==> src/sv/dteg_pkg.sv <==
// Shared types, widths and constants of the drawn-table envelope generator.
package dteg_pkg;

   // Table geometry.
   localparam int TABLE_SIZE = 64;
   localparam int ADDR_W     = $clog2(TABLE_SIZE);

   // Q.16 table position, wide enough to hold the end position itself.
   localparam int POS_W = $clog2(TABLE_SIZE + 1) + 16;
   localparam int RAW_W = POS_W - 16;
   localparam logic [POS_W-1:0] END_POS = POS_W'(TABLE_SIZE * 65536);

   // Field and register widths.
   localparam int GAIN_W     = 16;
   localparam int STEP_W     = 26;
   localparam int SCALE_W    = 24;
   localparam int MODE_W     = 3;
   localparam int INDEX_W    = 6;
   localparam int CSR_IDX_W  = 2;
   localparam int CSR_DATA_W = 26;
   localparam int ADV_W      = ((POS_W > STEP_W) ? POS_W : STEP_W) + 1;

   // Interpolation fraction, signed, spans half an entry below and up to one entry above.
   localparam int FRAC_W = 18;

   // Shared arithmetic unit operand and result widths.
   localparam int ALU_A_W = 25;
   localparam int ALU_B_W = 18;
   localparam int ALU_R_W = 43;

   // Release scale divider.
   localparam int DVD_W = 32;
   localparam int CNT_W = $clog2(DVD_W);

   // Level constants.
   localparam logic [GAIN_W-1:0]  INIT_LEVEL = 16'd32768;
   localparam logic [GAIN_W-1:0]  GAIN_MAX   = 16'hFFFF;
   localparam logic [SCALE_W-1:0] SCALE_ONE  = 24'h010000;
   localparam logic [SCALE_W-1:0] SCALE_MAX  = 24'hFFFFFF;

   // Register reset values.
   localparam logic [STEP_W-1:0] ATTACK_STEP_RST  = 26'd8738;
   localparam logic [STEP_W-1:0] RELEASE_STEP_RST = 26'd4369;
   localparam logic [GAIN_W-1:0] SUSTAIN_RST      = 16'd32768;

   // Configuration register indexes.
   localparam logic [CSR_IDX_W-1:0] CSR_ATTACK_STEP  = 2'd0;
   localparam logic [CSR_IDX_W-1:0] CSR_RELEASE_STEP = 2'd1;
   localparam logic [CSR_IDX_W-1:0] CSR_SUSTAIN      = 2'd2;

   // Request modes.
   typedef enum logic [MODE_W-1:0] {
      MODE_TICK     = 3'd0,
      MODE_NOTE_ON  = 3'd1,
      MODE_SOFT_OFF = 3'd2,
      MODE_HARD_OFF = 3'd3,
      MODE_WR_ATT   = 3'd4,
      MODE_WR_REL   = 3'd5
   } mode_type;

   // Envelope phases.
   typedef enum logic [1:0] {
      PH_OFF     = 2'd0,
      PH_ATTACK  = 2'd1,
      PH_SUSTAIN = 2'd2,
      PH_RELEASE = 2'd3
   } phase_type;

   // Shared unit operations.
   typedef enum logic {
      ALU_MUL = 1'b0,
      ALU_SUB = 1'b1
   } alu_op_type;

   // Operation handed to the shared unit.
   typedef struct packed {
      alu_op_type                 op;
      logic signed [ALU_A_W-1:0]  a;
      logic signed [ALU_B_W-1:0]  b;
   } alu_req_type;

   // Sequencer states.
   typedef enum logic [8:0] {
      ST_IDLE   = 9'b000000001,
      ST_READ   = 9'b000000010,
      ST_NEXT   = 9'b000000100,
      ST_INTERP = 9'b000001000,
      ST_SCALE  = 9'b000010000,
      ST_ROUND  = 9'b000100000,
      ST_FINISH = 9'b001000000,
      ST_DIV    = 9'b010000000,
      ST_DONE   = 9'b100000000
   } state_type;

endpackage

==> src/sv/dteg_ram.sv <==
// Generic single-port-write, single-port-read RAM with registered read data.
module dteg_ram #(
   parameter int WIDTH = 16,
   parameter int DEPTH = 64
) (
   input  logic                     clock,
   input  logic                     wr_en,
   input  logic [$clog2(DEPTH)-1:0] wr_addr,
   input  logic [WIDTH-1:0]         wr_data,
   input  logic [$clog2(DEPTH)-1:0] rd_addr,
   output logic [WIDTH-1:0]         rd_data
);

   logic [WIDTH-1:0] mem_ff [DEPTH];
   logic [WIDTH-1:0] rd_data_ff;

   // Write port and registered read port.
   always_ff @(posedge clock) begin
      if (wr_en) begin
         mem_ff[wr_addr] <= wr_data;
      end
      rd_data_ff <= mem_ff[rd_addr];
   end

   assign rd_data = rd_data_ff;

endmodule

==> src/sv/dteg_alu.sv <==
// Shared arithmetic unit: signed multiply or signed subtract.
module dteg_alu (
   input  dteg_pkg::alu_req_type                 alu_req,
   output logic signed [dteg_pkg::ALU_R_W-1:0]   alu_res
);

   logic signed [dteg_pkg::ALU_R_W-1:0] a_ext;
   logic signed [dteg_pkg::ALU_R_W-1:0] b_ext;

   // Operands are sign-extended to the full result width.
   always_comb begin
      a_ext = dteg_pkg::ALU_R_W'(alu_req.a);
      b_ext = dteg_pkg::ALU_R_W'(alu_req.b);
      unique case (alu_req.op)
         dteg_pkg::ALU_MUL: alu_res = a_ext * b_ext;
         dteg_pkg::ALU_SUB: alu_res = a_ext - b_ext;
         default:           alu_res = '0;
      endcase
   end

endmodule

==> src/sv/drawn_table_envelope_generator_unit.sv <==
// Top level of the drawn-table envelope generator: sequencer, tables and state.
//
// Usage: each request on the req_ channel carries a mode (tick, note on, soft
// note off, hard note off, attack table write, release table write), a table
// entry index and a value. A tick or a hard note off yields one response on
// the rsp_ channel (gain and note_ended); the other modes yield none. The
// csr_ port writes attack_step, release_step or sustain_level, one per write.
// Requests are taken one at a time; req_stall is high while one is at work.
// A tick in off or sustain and a hard note off go straight to the done state;
// a tick in attack or release takes two table reads, then an optional
// interpolation multiply and, in release, a scale multiply, all on one shared
// multiplier. Unless sustain is zero, a soft note off holds the block while
// the release scale is found by a one-bit-a-cycle division on the shared
// unit's subtractor. Other modes do not stall the block.
// A finished response waits in an output register while a new request is
// taken; the block stalls only when a second response is ready before the
// first was taken. Reset returns to off, position zero, scale one, default
// registers and all table entries at half level (per-entry valid bits).
module drawn_table_envelope_generator_unit (
   input  logic                              clock,
   input  logic                              reset,
   // Request channel.
   input  logic                              req_valid,
   output logic                              req_stall,
   input  logic [dteg_pkg::MODE_W-1:0]       req_mode,
   input  logic [dteg_pkg::INDEX_W-1:0]      req_entry_index,
   input  logic [dteg_pkg::GAIN_W-1:0]       req_entry_value,
   // Response channel.
   output logic                              rsp_valid,
   input  logic                              rsp_stall,
   output logic [dteg_pkg::GAIN_W-1:0]       rsp_gain,
   output logic                              rsp_note_ended,
   // Configuration port.
   input  logic                              csr_write,
   input  logic [dteg_pkg::CSR_IDX_W-1:0]    csr_index,
   input  logic [dteg_pkg::CSR_DATA_W-1:0]   csr_wdata
);

   localparam int TS    = dteg_pkg::TABLE_SIZE;
   localparam int AW    = dteg_pkg::ADDR_W;
   localparam int PW    = dteg_pkg::POS_W;
   localparam int RW    = dteg_pkg::ALU_R_W;
   localparam int GW    = dteg_pkg::GAIN_W;

   // Control state.
   dteg_pkg::state_type               state_ff, state_in;
   dteg_pkg::phase_type               phase_ff, phase_in;
   logic [PW-1:0]                     pos_ff, pos_in;
   logic [GW-1:0]                     last_gain_ff, last_gain_in;
   logic [dteg_pkg::SCALE_W-1:0]      scale_ff, scale_in;
   logic [dteg_pkg::STEP_W-1:0]       att_step_ff, att_step_in;
   logic [dteg_pkg::STEP_W-1:0]       rel_step_ff, rel_step_in;
   logic [GW-1:0]                     sus_ff, sus_in;
   logic [TS-1:0]                     att_vld_ff, att_vld_in;
   logic [TS-1:0]                     rel_vld_ff, rel_vld_in;
   logic                              rsp_valid_ff, rsp_valid_in;

   // Working registers.
   logic [AW-1:0]                       idx_ff, idx_in;
   logic signed [dteg_pkg::FRAC_W-1:0]  frac_ff, frac_in;
   logic [GW-1:0]                       g_ff, g_in;
   logic signed [RW-1:0]                prod_ff, prod_in;
   logic                                rd_vld_ff;
   logic [dteg_pkg::DVD_W-1:0]          dvd_ff, dvd_in;
   logic [dteg_pkg::DVD_W-1:0]          quo_ff, quo_in;
   logic [GW-1:0]                       rem_ff, rem_in;
   logic [dteg_pkg::CNT_W-1:0]          cnt_ff, cnt_in;
   logic [GW-1:0]                       res_gain_ff, res_gain_in;
   logic                                res_end_ff, res_end_in;
   logic [GW-1:0]                       rsp_gain_ff, rsp_gain_in;
   logic                                rsp_end_ff, rsp_end_in;

   // Combinational helpers.
   logic                                req_accept;
   logic                                wr_in_range;
   logic [AW-1:0]                       wr_addr;
   logic                                att_we;
   logic                                rel_we;
   logic [AW-1:0]                       ram_addr;
   logic [GW-1:0]                       att_rd;
   logic [GW-1:0]                       rel_rd;
   logic [GW-1:0]                       tab_val;
   logic [PW-1:0]                       pos_round;
   logic [dteg_pkg::RAW_W-1:0]          idx_raw;
   logic [AW-1:0]                       idx_calc;
   logic [PW:0]                         frac_wide;
   logic [GW-1:0]                       next_val;
   logic                                has_next;
   logic signed [GW:0]                  diff;
   logic signed [RW-1:0]                prod_rnd;
   logic signed [RW-1:0]                prod_sh;
   logic signed [RW-1:0]                g_sum;
   logic [dteg_pkg::ADV_W-1:0]          pos_adv;
   logic [GW:0]                         div_shift;
   logic                                div_bit;
   dteg_pkg::alu_req_type               alu_req;
   logic signed [RW-1:0]                alu_res;

   // Shared arithmetic unit.
   dteg_alu u_alu (
      .alu_req (alu_req),
      .alu_res (alu_res)
   );

   // Attack and release shape tables.
   dteg_ram #(.WIDTH(GW), .DEPTH(TS)) u_att_ram (
      .clock   (clock),
      .wr_en   (att_we),
      .wr_addr (wr_addr),
      .wr_data (req_entry_value),
      .rd_addr (ram_addr),
      .rd_data (att_rd)
   );

   dteg_ram #(.WIDTH(GW), .DEPTH(TS)) u_rel_ram (
      .clock   (clock),
      .wr_en   (rel_we),
      .wr_addr (wr_addr),
      .wr_data (req_entry_value),
      .rd_addr (ram_addr),
      .rd_data (rel_rd)
   );

   // Handshake and table write decode.
   assign req_stall   = (state_ff != dteg_pkg::ST_IDLE);
   assign req_accept  = req_valid && !req_stall;
   assign wr_in_range = (32'(req_entry_index) < 32'(TS));
   assign wr_addr     = AW'(req_entry_index);
   assign att_we      = req_accept && wr_in_range && (req_mode == dteg_pkg::MODE_WR_ATT);
   assign rel_we      = req_accept && wr_in_range && (req_mode == dteg_pkg::MODE_WR_REL);

   // A table entry never written reads as the initial level.
   assign tab_val = rd_vld_ff ? ((phase_ff == dteg_pkg::PH_ATTACK) ? att_rd : rel_rd)
                              : dteg_pkg::INIT_LEVEL;

   // Rounded, clamped table index and signed fraction from the position.
   always_comb begin
      pos_round = pos_ff + PW'(32768);
      idx_raw   = pos_round[PW-1:16];
      if (idx_raw >= dteg_pkg::RAW_W'(TS)) begin
         idx_calc = AW'(TS - 1);
      end else begin
         idx_calc = AW'(idx_raw);
      end
      frac_wide = (PW + 1)'(pos_ff) - (PW + 1)'({idx_calc, 16'h0000});
   end

   // Rounded product, arithmetic shift floors toward minus infinity.
   assign prod_rnd = prod_ff + RW'(32768);
   assign prod_sh  = prod_rnd >>> 16;
   assign g_sum    = prod_sh + RW'({1'b0, g_ff});

   // Next entry for interpolation; at the last attack entry it is sustain.
   always_comb begin
      if (idx_ff == AW'(TS - 1)) begin
         has_next = (phase_ff == dteg_pkg::PH_ATTACK);
         next_val = sus_ff;
      end else begin
         has_next = 1'b1;
         next_val = tab_val;
      end
      diff = (GW + 1)'({1'b0, next_val}) - (GW + 1)'({1'b0, g_ff});
   end

   // Position advance and divider trial subtraction inputs.
   assign pos_adv   = dteg_pkg::ADV_W'(pos_ff) +
                      dteg_pkg::ADV_W'((phase_ff == dteg_pkg::PH_ATTACK) ? att_step_ff
                                                                        : rel_step_ff);
   assign div_shift = {rem_ff, dvd_ff[dteg_pkg::DVD_W-1]};
   assign div_bit   = !alu_res[RW-1];

   // Sequencer and next-state logic.
   always_comb begin
      state_in     = state_ff;
      phase_in     = phase_ff;
      pos_in       = pos_ff;
      last_gain_in = last_gain_ff;
      scale_in     = scale_ff;
      att_step_in  = att_step_ff;
      rel_step_in  = rel_step_ff;
      sus_in       = sus_ff;
      att_vld_in   = att_vld_ff;
      rel_vld_in   = rel_vld_ff;
      idx_in       = idx_ff;
      frac_in      = frac_ff;
      g_in         = g_ff;
      prod_in      = prod_ff;
      dvd_in       = dvd_ff;
      quo_in       = quo_ff;
      rem_in       = rem_ff;
      cnt_in       = cnt_ff;
      res_gain_in  = res_gain_ff;
      res_end_in   = res_end_ff;
      rsp_gain_in  = rsp_gain_ff;
      rsp_end_in   = rsp_end_ff;
      rsp_valid_in = rsp_valid_ff && rsp_stall;
      ram_addr     = AW'(idx_ff + AW'(1));
      alu_req.op   = dteg_pkg::ALU_MUL;
      alu_req.a    = '0;
      alu_req.b    = '0;

      // Configuration writes.
      if (csr_write) begin
         unique case (csr_index)
            dteg_pkg::CSR_ATTACK_STEP:  att_step_in = csr_wdata;
            dteg_pkg::CSR_RELEASE_STEP: rel_step_in = csr_wdata;
            dteg_pkg::CSR_SUSTAIN:      sus_in      = csr_wdata[GW-1:0];
            default: ;
         endcase
      end

      unique case (state_ff)
         dteg_pkg::ST_IDLE: begin
            ram_addr = idx_calc;
            if (req_accept) begin
               unique case (req_mode)
                  dteg_pkg::MODE_TICK: begin
                     res_end_in = 1'b0;
                     unique case (phase_ff)
                        dteg_pkg::PH_OFF: begin
                           res_gain_in = '0;
                           state_in    = dteg_pkg::ST_DONE;
                        end
                        dteg_pkg::PH_SUSTAIN: begin
                           res_gain_in = sus_ff;
                           state_in    = dteg_pkg::ST_DONE;
                        end
                        default: begin
                           idx_in   = idx_calc;
                           frac_in  = dteg_pkg::FRAC_W'(frac_wide);
                           state_in = dteg_pkg::ST_READ;
                        end
                     endcase
                  end
                  dteg_pkg::MODE_NOTE_ON: begin
                     phase_in = dteg_pkg::PH_ATTACK;
                  end
                  dteg_pkg::MODE_SOFT_OFF: begin
                     phase_in = dteg_pkg::PH_RELEASE;
                     pos_in   = '0;
                     if (sus_ff == '0) begin
                        scale_in = dteg_pkg::SCALE_MAX;
                     end else begin
                        dvd_in   = {last_gain_ff, 16'h0000};
                        quo_in   = '0;
                        rem_in   = '0;
                        cnt_in   = '0;
                        state_in = dteg_pkg::ST_DIV;
                     end
                  end
                  dteg_pkg::MODE_HARD_OFF: begin
                     phase_in    = dteg_pkg::PH_OFF;
                     scale_in    = dteg_pkg::SCALE_ONE;
                     pos_in      = '0;
                     res_gain_in = '0;
                     res_end_in  = 1'b1;
                     state_in    = dteg_pkg::ST_DONE;
                  end
                  dteg_pkg::MODE_WR_ATT: begin
                     if (wr_in_range) begin
                        att_vld_in[wr_addr] = 1'b1;
                     end
                  end
                  dteg_pkg::MODE_WR_REL: begin
                     if (wr_in_range) begin
                        rel_vld_in[wr_addr] = 1'b1;
                     end
                  end
                  default: ;
               endcase
            end
         end

         // Entry at the index arrives; the next entry is being read.
         dteg_pkg::ST_READ: begin
            g_in     = tab_val;
            state_in = dteg_pkg::ST_NEXT;
         end

         // Interpolation multiply, skipped when there is no positive next value.
         dteg_pkg::ST_NEXT: begin
            if (has_next && (next_val != '0)) begin
               alu_req.a = dteg_pkg::ALU_A_W'(diff);
               alu_req.b = frac_ff;
               prod_in   = alu_res;
               state_in  = dteg_pkg::ST_INTERP;
            end else if (phase_ff == dteg_pkg::PH_RELEASE) begin
               state_in = dteg_pkg::ST_SCALE;
            end else begin
               state_in = dteg_pkg::ST_FINISH;
            end
         end

         // Add the rounded step and clamp to the gain range.
         dteg_pkg::ST_INTERP: begin
            if (g_sum < 0) begin
               g_in = '0;
            end else if (g_sum > RW'(65535)) begin
               g_in = dteg_pkg::GAIN_MAX;
            end else begin
               g_in = g_sum[GW-1:0];
            end
            if (phase_ff == dteg_pkg::PH_RELEASE) begin
               state_in = dteg_pkg::ST_SCALE;
            end else begin
               state_in = dteg_pkg::ST_FINISH;
            end
         end

         // Release scale multiply.
         dteg_pkg::ST_SCALE: begin
            alu_req.a = dteg_pkg::ALU_A_W'({1'b0, scale_ff});
            alu_req.b = dteg_pkg::ALU_B_W'({1'b0, g_ff});
            prod_in   = alu_res;
            state_in  = dteg_pkg::ST_ROUND;
         end

         // Round the scaled gain and saturate.
         dteg_pkg::ST_ROUND: begin
            if (prod_sh > RW'(65535)) begin
               g_in = dteg_pkg::GAIN_MAX;
            end else begin
               g_in = prod_sh[GW-1:0];
            end
            state_in = dteg_pkg::ST_FINISH;
         end

         // Advance the position and handle the end of the phase.
         dteg_pkg::ST_FINISH: begin
            last_gain_in = g_ff;
            res_gain_in  = g_ff;
            res_end_in   = 1'b0;
            if (pos_adv > dteg_pkg::ADV_W'(dteg_pkg::END_POS)) begin
               pos_in = dteg_pkg::END_POS;
            end else begin
               pos_in = PW'(pos_adv);
            end
            if (pos_ff >= dteg_pkg::END_POS) begin
               if (phase_ff == dteg_pkg::PH_ATTACK) begin
                  phase_in     = dteg_pkg::PH_SUSTAIN;
                  res_gain_in  = sus_ff;
                  last_gain_in = sus_ff;
               end else begin
                  phase_in     = dteg_pkg::PH_OFF;
                  res_gain_in  = '0;
                  last_gain_in = '0;
                  scale_in     = dteg_pkg::SCALE_ONE;
                  pos_in       = '0;
                  res_end_in   = 1'b1;
               end
            end
            state_in = dteg_pkg::ST_DONE;
         end

         // One quotient bit a cycle; trial subtraction on the shared unit.
         dteg_pkg::ST_DIV: begin
            alu_req.op = dteg_pkg::ALU_SUB;
            alu_req.a  = dteg_pkg::ALU_A_W'(div_shift);
            alu_req.b  = dteg_pkg::ALU_B_W'(sus_ff);
            if (div_bit) begin
               rem_in = alu_res[GW-1:0];
            end else begin
               rem_in = div_shift[GW-1:0];
            end
            quo_in = {quo_ff[dteg_pkg::DVD_W-2:0], div_bit};
            dvd_in = {dvd_ff[dteg_pkg::DVD_W-2:0], 1'b0};
            cnt_in = cnt_ff + dteg_pkg::CNT_W'(1);
            if (cnt_ff == dteg_pkg::CNT_W'(dteg_pkg::DVD_W - 1)) begin
               if (quo_in[dteg_pkg::DVD_W-1:dteg_pkg::SCALE_W] != '0) begin
                  scale_in = dteg_pkg::SCALE_MAX;
               end else begin
                  scale_in = quo_in[dteg_pkg::SCALE_W-1:0];
               end
               state_in = dteg_pkg::ST_IDLE;
            end
         end

         // Hand the response over once the output register is free.
         dteg_pkg::ST_DONE: begin
            if (!rsp_valid_ff || !rsp_stall) begin
               rsp_valid_in = 1'b1;
               rsp_gain_in  = res_gain_ff;
               rsp_end_in   = res_end_ff;
               state_in     = dteg_pkg::ST_IDLE;
            end
         end

         default: begin
            state_in = dteg_pkg::ST_IDLE;
         end
      endcase
   end

   // Control registers.
   always_ff @(posedge clock) begin
      if (reset) begin
         state_ff     <= dteg_pkg::ST_IDLE;
         phase_ff     <= dteg_pkg::PH_OFF;
         pos_ff       <= '0;
         last_gain_ff <= '0;
         scale_ff     <= dteg_pkg::SCALE_ONE;
         att_step_ff  <= dteg_pkg::ATTACK_STEP_RST;
         rel_step_ff  <= dteg_pkg::RELEASE_STEP_RST;
         sus_ff       <= dteg_pkg::SUSTAIN_RST;
         att_vld_ff   <= '0;
         rel_vld_ff   <= '0;
         rsp_valid_ff <= 1'b0;
      end else begin
         state_ff     <= state_in;
         phase_ff     <= phase_in;
         pos_ff       <= pos_in;
         last_gain_ff <= last_gain_in;
         scale_ff     <= scale_in;
         att_step_ff  <= att_step_in;
         rel_step_ff  <= rel_step_in;
         sus_ff       <= sus_in;
         att_vld_ff   <= att_vld_in;
         rel_vld_ff   <= rel_vld_in;
         rsp_valid_ff <= rsp_valid_in;
      end
   end

   // Working and payload registers.
   always_ff @(posedge clock) begin
      idx_ff      <= idx_in;
      frac_ff     <= frac_in;
      g_ff        <= g_in;
      prod_ff     <= prod_in;
      dvd_ff      <= dvd_in;
      quo_ff      <= quo_in;
      rem_ff      <= rem_in;
      cnt_ff      <= cnt_in;
      res_gain_ff <= res_gain_in;
      res_end_ff  <= res_end_in;
      rsp_gain_ff <= rsp_gain_in;
      rsp_end_ff  <= rsp_end_in;
      // Valid bit of the entry read, alongside the registered table read.
      rd_vld_ff   <= (phase_ff == dteg_pkg::PH_ATTACK) ? att_vld_ff[ram_addr]
                                                       : rel_vld_ff[ram_addr];
   end

   assign rsp_valid      = rsp_valid_ff;
   assign rsp_gain       = rsp_gain_ff;
   assign rsp_note_ended = rsp_end_ff;

endmodule

==> config.mk <==
export PLATFORM = sky130hd
export DESIGN_NAME = drawn_table_envelope_generator_unit
export DESIGN_NICKNAME = d
export VERILOG_FILES = /design/src/sv/dteg_pkg.sv /design/src/sv/dteg_ram.sv /design/src/sv/dteg_alu.sv /design/src/sv/drawn_table_envelope_generator_unit.sv
export SDC_FILE = /design/constraint.sdc
export NUM_CORES = 2
export LEC_CHECK = 0
export BUFFER_PORTS_ARGS = -buffer_cell sky130_fd_sc_hd__buf_2
export CAP_MARGIN = 40
export CORE_UTILIZATION = 35
export CTS_BUF_LIST = sky130_fd_sc_hd__clkbuf_8
export CTS_CLUSTER_DIAMETER = 50
export CTS_CLUSTER_SIZE = 16
export DETAILED_ROUTE_END_ITERATION = 10
export PLACE_DENSITY_LB_ADDON = 0.05
export SLEW_MARGIN = 20
export SYNTH_ARGS = -nofsm -noshare
export SYNTH_HDL_FRONTEND = slang
export SYNTH_SLANG_ARGS = --single-unit
==> constraint.sdc <==
create_clock -name clock -period 15.27 [get_ports clock]
set_input_delay 0.7635 -clock clock [delete_from_list [all_inputs] [get_ports clock]]
set_output_delay 0.7635 -clock clock [all_outputs]
set_load 0.01 [all_outputs]
==> results.md <==
| Item | Reported |
|:---|:---|
| Inserted Clock Buffers | 339 |
| Synthesized flop and latch total | 2522 |
| Run status | complete, but fails checks |
| Wire length of the first global-routing pass | 589 mm |
| Die W | 586 um |
| Number of instances in the synthesized netlist | 10700 |
| Post-synthesis to final-layout area growth | 13.0% |
| Detailed-router iteration count before antenna repair | 11 |
| Cell count of the worst reg-to-reg path | 42 |
| Final number of hold-violating endpoints | 0 |
| Post-route clock skew | 0.0938 ns |
| Top Family by Delay on Critical Path | adder cells |
| Category of the worst setup path capture point | register |
| Post-route cell area | 0.135 mm^2 |
| Kind of start point of the critical path | register |
| Terminus of the critical flop-to-flop path | prod_ff[42] |
| Number of slew-limit violations in the final report | 0 |
| Number of gates on the worst path with buffers counted | 42 |
| Mux cell area share after synthesis | 0.00598 |
| Placeable core region | 0.340 mm^2 |
| Main combinational cell family by area after synthesis | simple AND/OR/NAND/NOR gates |
| Startpoint of the lowest-slack register-to-register path | idx_ff[0] |
| Vias in the first global route | 81100 |
| Die span in y | 586 um |
| Routed Antenna Nets | 0 |
| Placed Area | 0.127 mm^2 |
| Global route overflow | 0 |
| Largest net degree at the start of global routing | 155 |
| Post-Synthesis Mean Instance Area | 11.2 um^2 |
| # port buffers | 76 |
| Clock edge transition at the registers on the reported setup and hold paths | 0.08 ns |
| Fraction of the cycle the final worst path needs | 0.801 |
| Slack of the worst reg-to-reg path | 3.04 ns |
| Total of endpoints with negative setup slack in the final report | 0 |
| Kind of critical path | register to register |
| Total negative setup slack | 0 ns |
| Capture point of the critical path | prod_ff[42] |
| Post-synth EDFFs | 2218 |
| Post-detailed-route DRC marker count | 32 |
| Number of library cell types mapped by synthesis | 82 |
| Flip-flop cell with the highest count after synthesis | sky130_fd_sc_hd__edfxtp_1 |
| Layout Cells excl Fill | 15700 |
| Power per standard cell area | 110 mW/mm^2 |
| Number of placed instances with taps included | 15000 |
| Worst stage delay on the critical path | 0.70 ns |
| I/O pin cnt | 77 |
| Arr. time, crit path | 12.98 ns |
| Post-detailed-route via-to-cell ratio | 5.22 |
| Cell area after synthesis | 0.119 mm^2 |
| Required time of the critical path | 16.02 ns |
| Overall track demand over capacity in global routing | 0.236 |
| Async S/R FF share, synth | 0 |
| Total Wirelength | 409 mm |
| Largest vdd supply drop | 0.0644 mV |
| Post-synthesis share of cell area spent on xor and xnor gates | 0.00916 |
| Post-CTS Setup Bufs | 0 |
| Number of sinks driven by the clock tree | 2522 |
| Hpwl dp | 261 mm |
| CP Launch Point | idx_ff[0] |
| Maximum root-to-sink buffer count | 4 |
| Static leakage | 49.2 nW |
| Wire per inst | 26.1 um |
| Nets@finish | 11600 |
| Final estimated routing congestion in global placement | 0.852 |
| Unrepaired setup endpoints after global routing | false |
| Fmax achieved | 81.7 MHz |
| Cell at the root of the clock tree | sky130_fd_sc_hd__clkbuf_8 |
| Die footprint | 0.344 mm^2 |
| Worst setup slack after placement | 3.05 ns |
| Final worst slack | 3.04 ns |
| Layout cell share with drive strength beyond 1 | 0.110 |
| Shortest period the worst path allows | 12.23 ns |
| Via total after detailed routing | 82000 |
| Violations in the final reports | design-rule violations |
| Count of buffering cells on the critical path with inverters included | 9 |
| Cell types occupying the most area after synthesis | sky130_fd_sc_hd__edfxtp_1, sky130_fd_sc_hd__nand2_1, sky130_fd_sc_hd__fa_1 |
| Initial Utilization | 0.352 |
| TritonCTS clock tree | yes |
| Crit-path max FO | 23 |
| Rows | 214 |
| Fraction of the mapped netlist area in compound gates | 0.0922 |
| Yosys top cell by area | sky130_fd_sc_hd__edfxtp_1 |
| Number of DRC markers in iteration 0 | 6395 |
| Nets in the synthesized netlist | 11400 |
| Total number of yosys warnings | 0 |
| Number of antenna violations at the first check in global routing | 22 |
| Worst Hold Slack | 0.120 ns |
| Maximum level of the CTS H-tree | 5 |
| Max-capacitance violation count | 0 |
| Fraction of the yosys area taken by sequential cells | 0.608 |
| Slowest CP cell | sky130_fd_sc_hd__and2_1 |
| Actual slew at the worst max-slew pin | 1.04 ns |
| Worst min path class | input port to register |
| Post-synthesis share of cell area spent on full adders, half adders and majority gates | 0.0973 |
| Area share of the leading cell type in the synthesized netlist | 0.557 |
| Worst skew pair latency | 1.09 ns |
| Post-Synth Simple-Gate Area | 0.146 |
| Relative slew margins | 0.304 |
## flip-flops by register name (all words and copies together) (netlist names), 26 cells and up
name and cells:
att_vld_ff 64, u_rel_ram.mem_ff 1024, att_step_ff 26, u_att_ram.mem_ff 1024, prod_ff 28, rel_vld_ff 64
rel_step_ff 26, quo_ff 31
## per-stage QoR
step / util / power, mW
after floorplan: - / 8.53
after global placement: 0.370 / 9.25
after detailed placement: 0.373 / 9.28
after CTS: 0.396 / 15.1
after global routing: 0.397 / 15.5
final: 0.397 / 14.9
## how the worst min path moves through the flow
stage               depth (start not counted)                  endpoint                start  slack, ns
CTS                                         1  u_att_ram.mem_ff[53][14]  req_entry_value[14]       0.01
global route                                1    u_att_ram.mem_ff[5][8]   req_entry_value[8]       0.05
detailed placement                          0               rsp_gain[2]       res_gain_ff[2]       0.41
floorplan                                   0               rsp_gain[0]       res_gain_ff[0]       0.40
global placement                            0               rsp_gain[2]       res_gain_ff[2]       0.41
finish                                      1    u_att_ram.mem_ff[7][8]   req_entry_value[8]       0.12
## report_power, final
part | internal [mW] | leakage (nW) | switching (mW)
clock | 2.83 | 3.82 | 2.96
combinational | 0.398 | 23.0 | 1.15
sequential | 7.53 | 22.4 | 0.0449
total | 10.8 | 49.2 | 4.16
## logic make-up (layout without fill, tap and decap cells)
group,count (synthesis),after routing
buffers and inverters,1237,1733
flip-flops,2522,2522
AO/OA/AOI/OAI,1902,1902
XOR/XNOR,125,125
other,0,10
AND/OR/NAND/NOR,4156,4156
adder cells (fa/ha/maj),662,662
multiplexers,70,70
## cell usage in the layout (no fill, tap or decap), drive strengths merged, types with 86 or more instances in the layout
cell    count
nand2    2668
edfxtp   2218
a21oi    1219
nor2      797
inv       740
fa        446
buf       422
clkbuf    358
dfxtp     304
nor4      273
ha        216
o22ai     168
clkinv     93
xnor2      91
o21ai      86
## cell type report
class | instances | area, um^2
diodes | 10 | 25.0
clock buffers | 352 | 4840
repair buffers | 469 | 4270
fillers | 32600 | 205000
multi-input cells | 6915 | 42400
clock inverters | 269 | 2670
flip-flops and latches | 2522 | 72700
inverters | 643 | 2420
well taps | 4536 | 5680
## layer usage
layer,part of all wire,up-vias,wire [um],GRT usage
li1,-,37500,-,-
met1,0.45,41800,184000,0.325
met2,0.48,2153,197000,0.396
met3,0.044,540,17800,0.0241
met4,0.027,12,10900,0.0606
met5,0.00018,-,75,0
## Yosys cell counts, types with 34 or more instances
cell and instances:
sky130_fd_sc_hd__a22o_1 35, sky130_fd_sc_hd__xor2_1 34, sky130_fd_sc_hd__and2_1 39, sky130_fd_sc_hd__edfxtp_1 2218, sky130_fd_sc_hd__a211oi_1 69, sky130_fd_sc_hd__nand3_1 68
sky130_fd_sc_hd__nor2_1 797, sky130_fd_sc_hd__nand2_1 2668, sky130_fd_sc_hd__and3_1 40, sky130_fd_sc_hd__dfxtp_1 304, sky130_fd_sc_hd__a21o_1 41, sky130_fd_sc_hd__buf_1 69
sky130_fd_sc_hd__mux2i_1 59, sky130_fd_sc_hd__a21oi_1 1211, sky130_fd_sc_hd__o22ai_1 168, sky130_fd_sc_hd__inv_1 630, sky130_fd_sc_hd__xnor2_1 91, sky130_fd_sc_hd__nor3_1 51
sky130_fd_sc_hd__buf_2 170, sky130_fd_sc_hd__ha_1 216, sky130_fd_sc_hd__or4_1 40, sky130_fd_sc_hd__o21a_1 82, sky130_fd_sc_hd__nand2b_1 34, sky130_fd_sc_hd__fa_1 446
sky130_fd_sc_hd__clkbuf_1 337, sky130_fd_sc_hd__nor4_1 270, sky130_fd_sc_hd__o21ai_0 77
## timing repair
item / in CTS / in global routing
endpoints found under the hold margin: 94 / 2
setup endpoints to repair: 0 / 0
gates resized for setup: 0 / 0
hold buffers: 31 / 1
No activity file was read; power rests on OpenSTA's default activity.
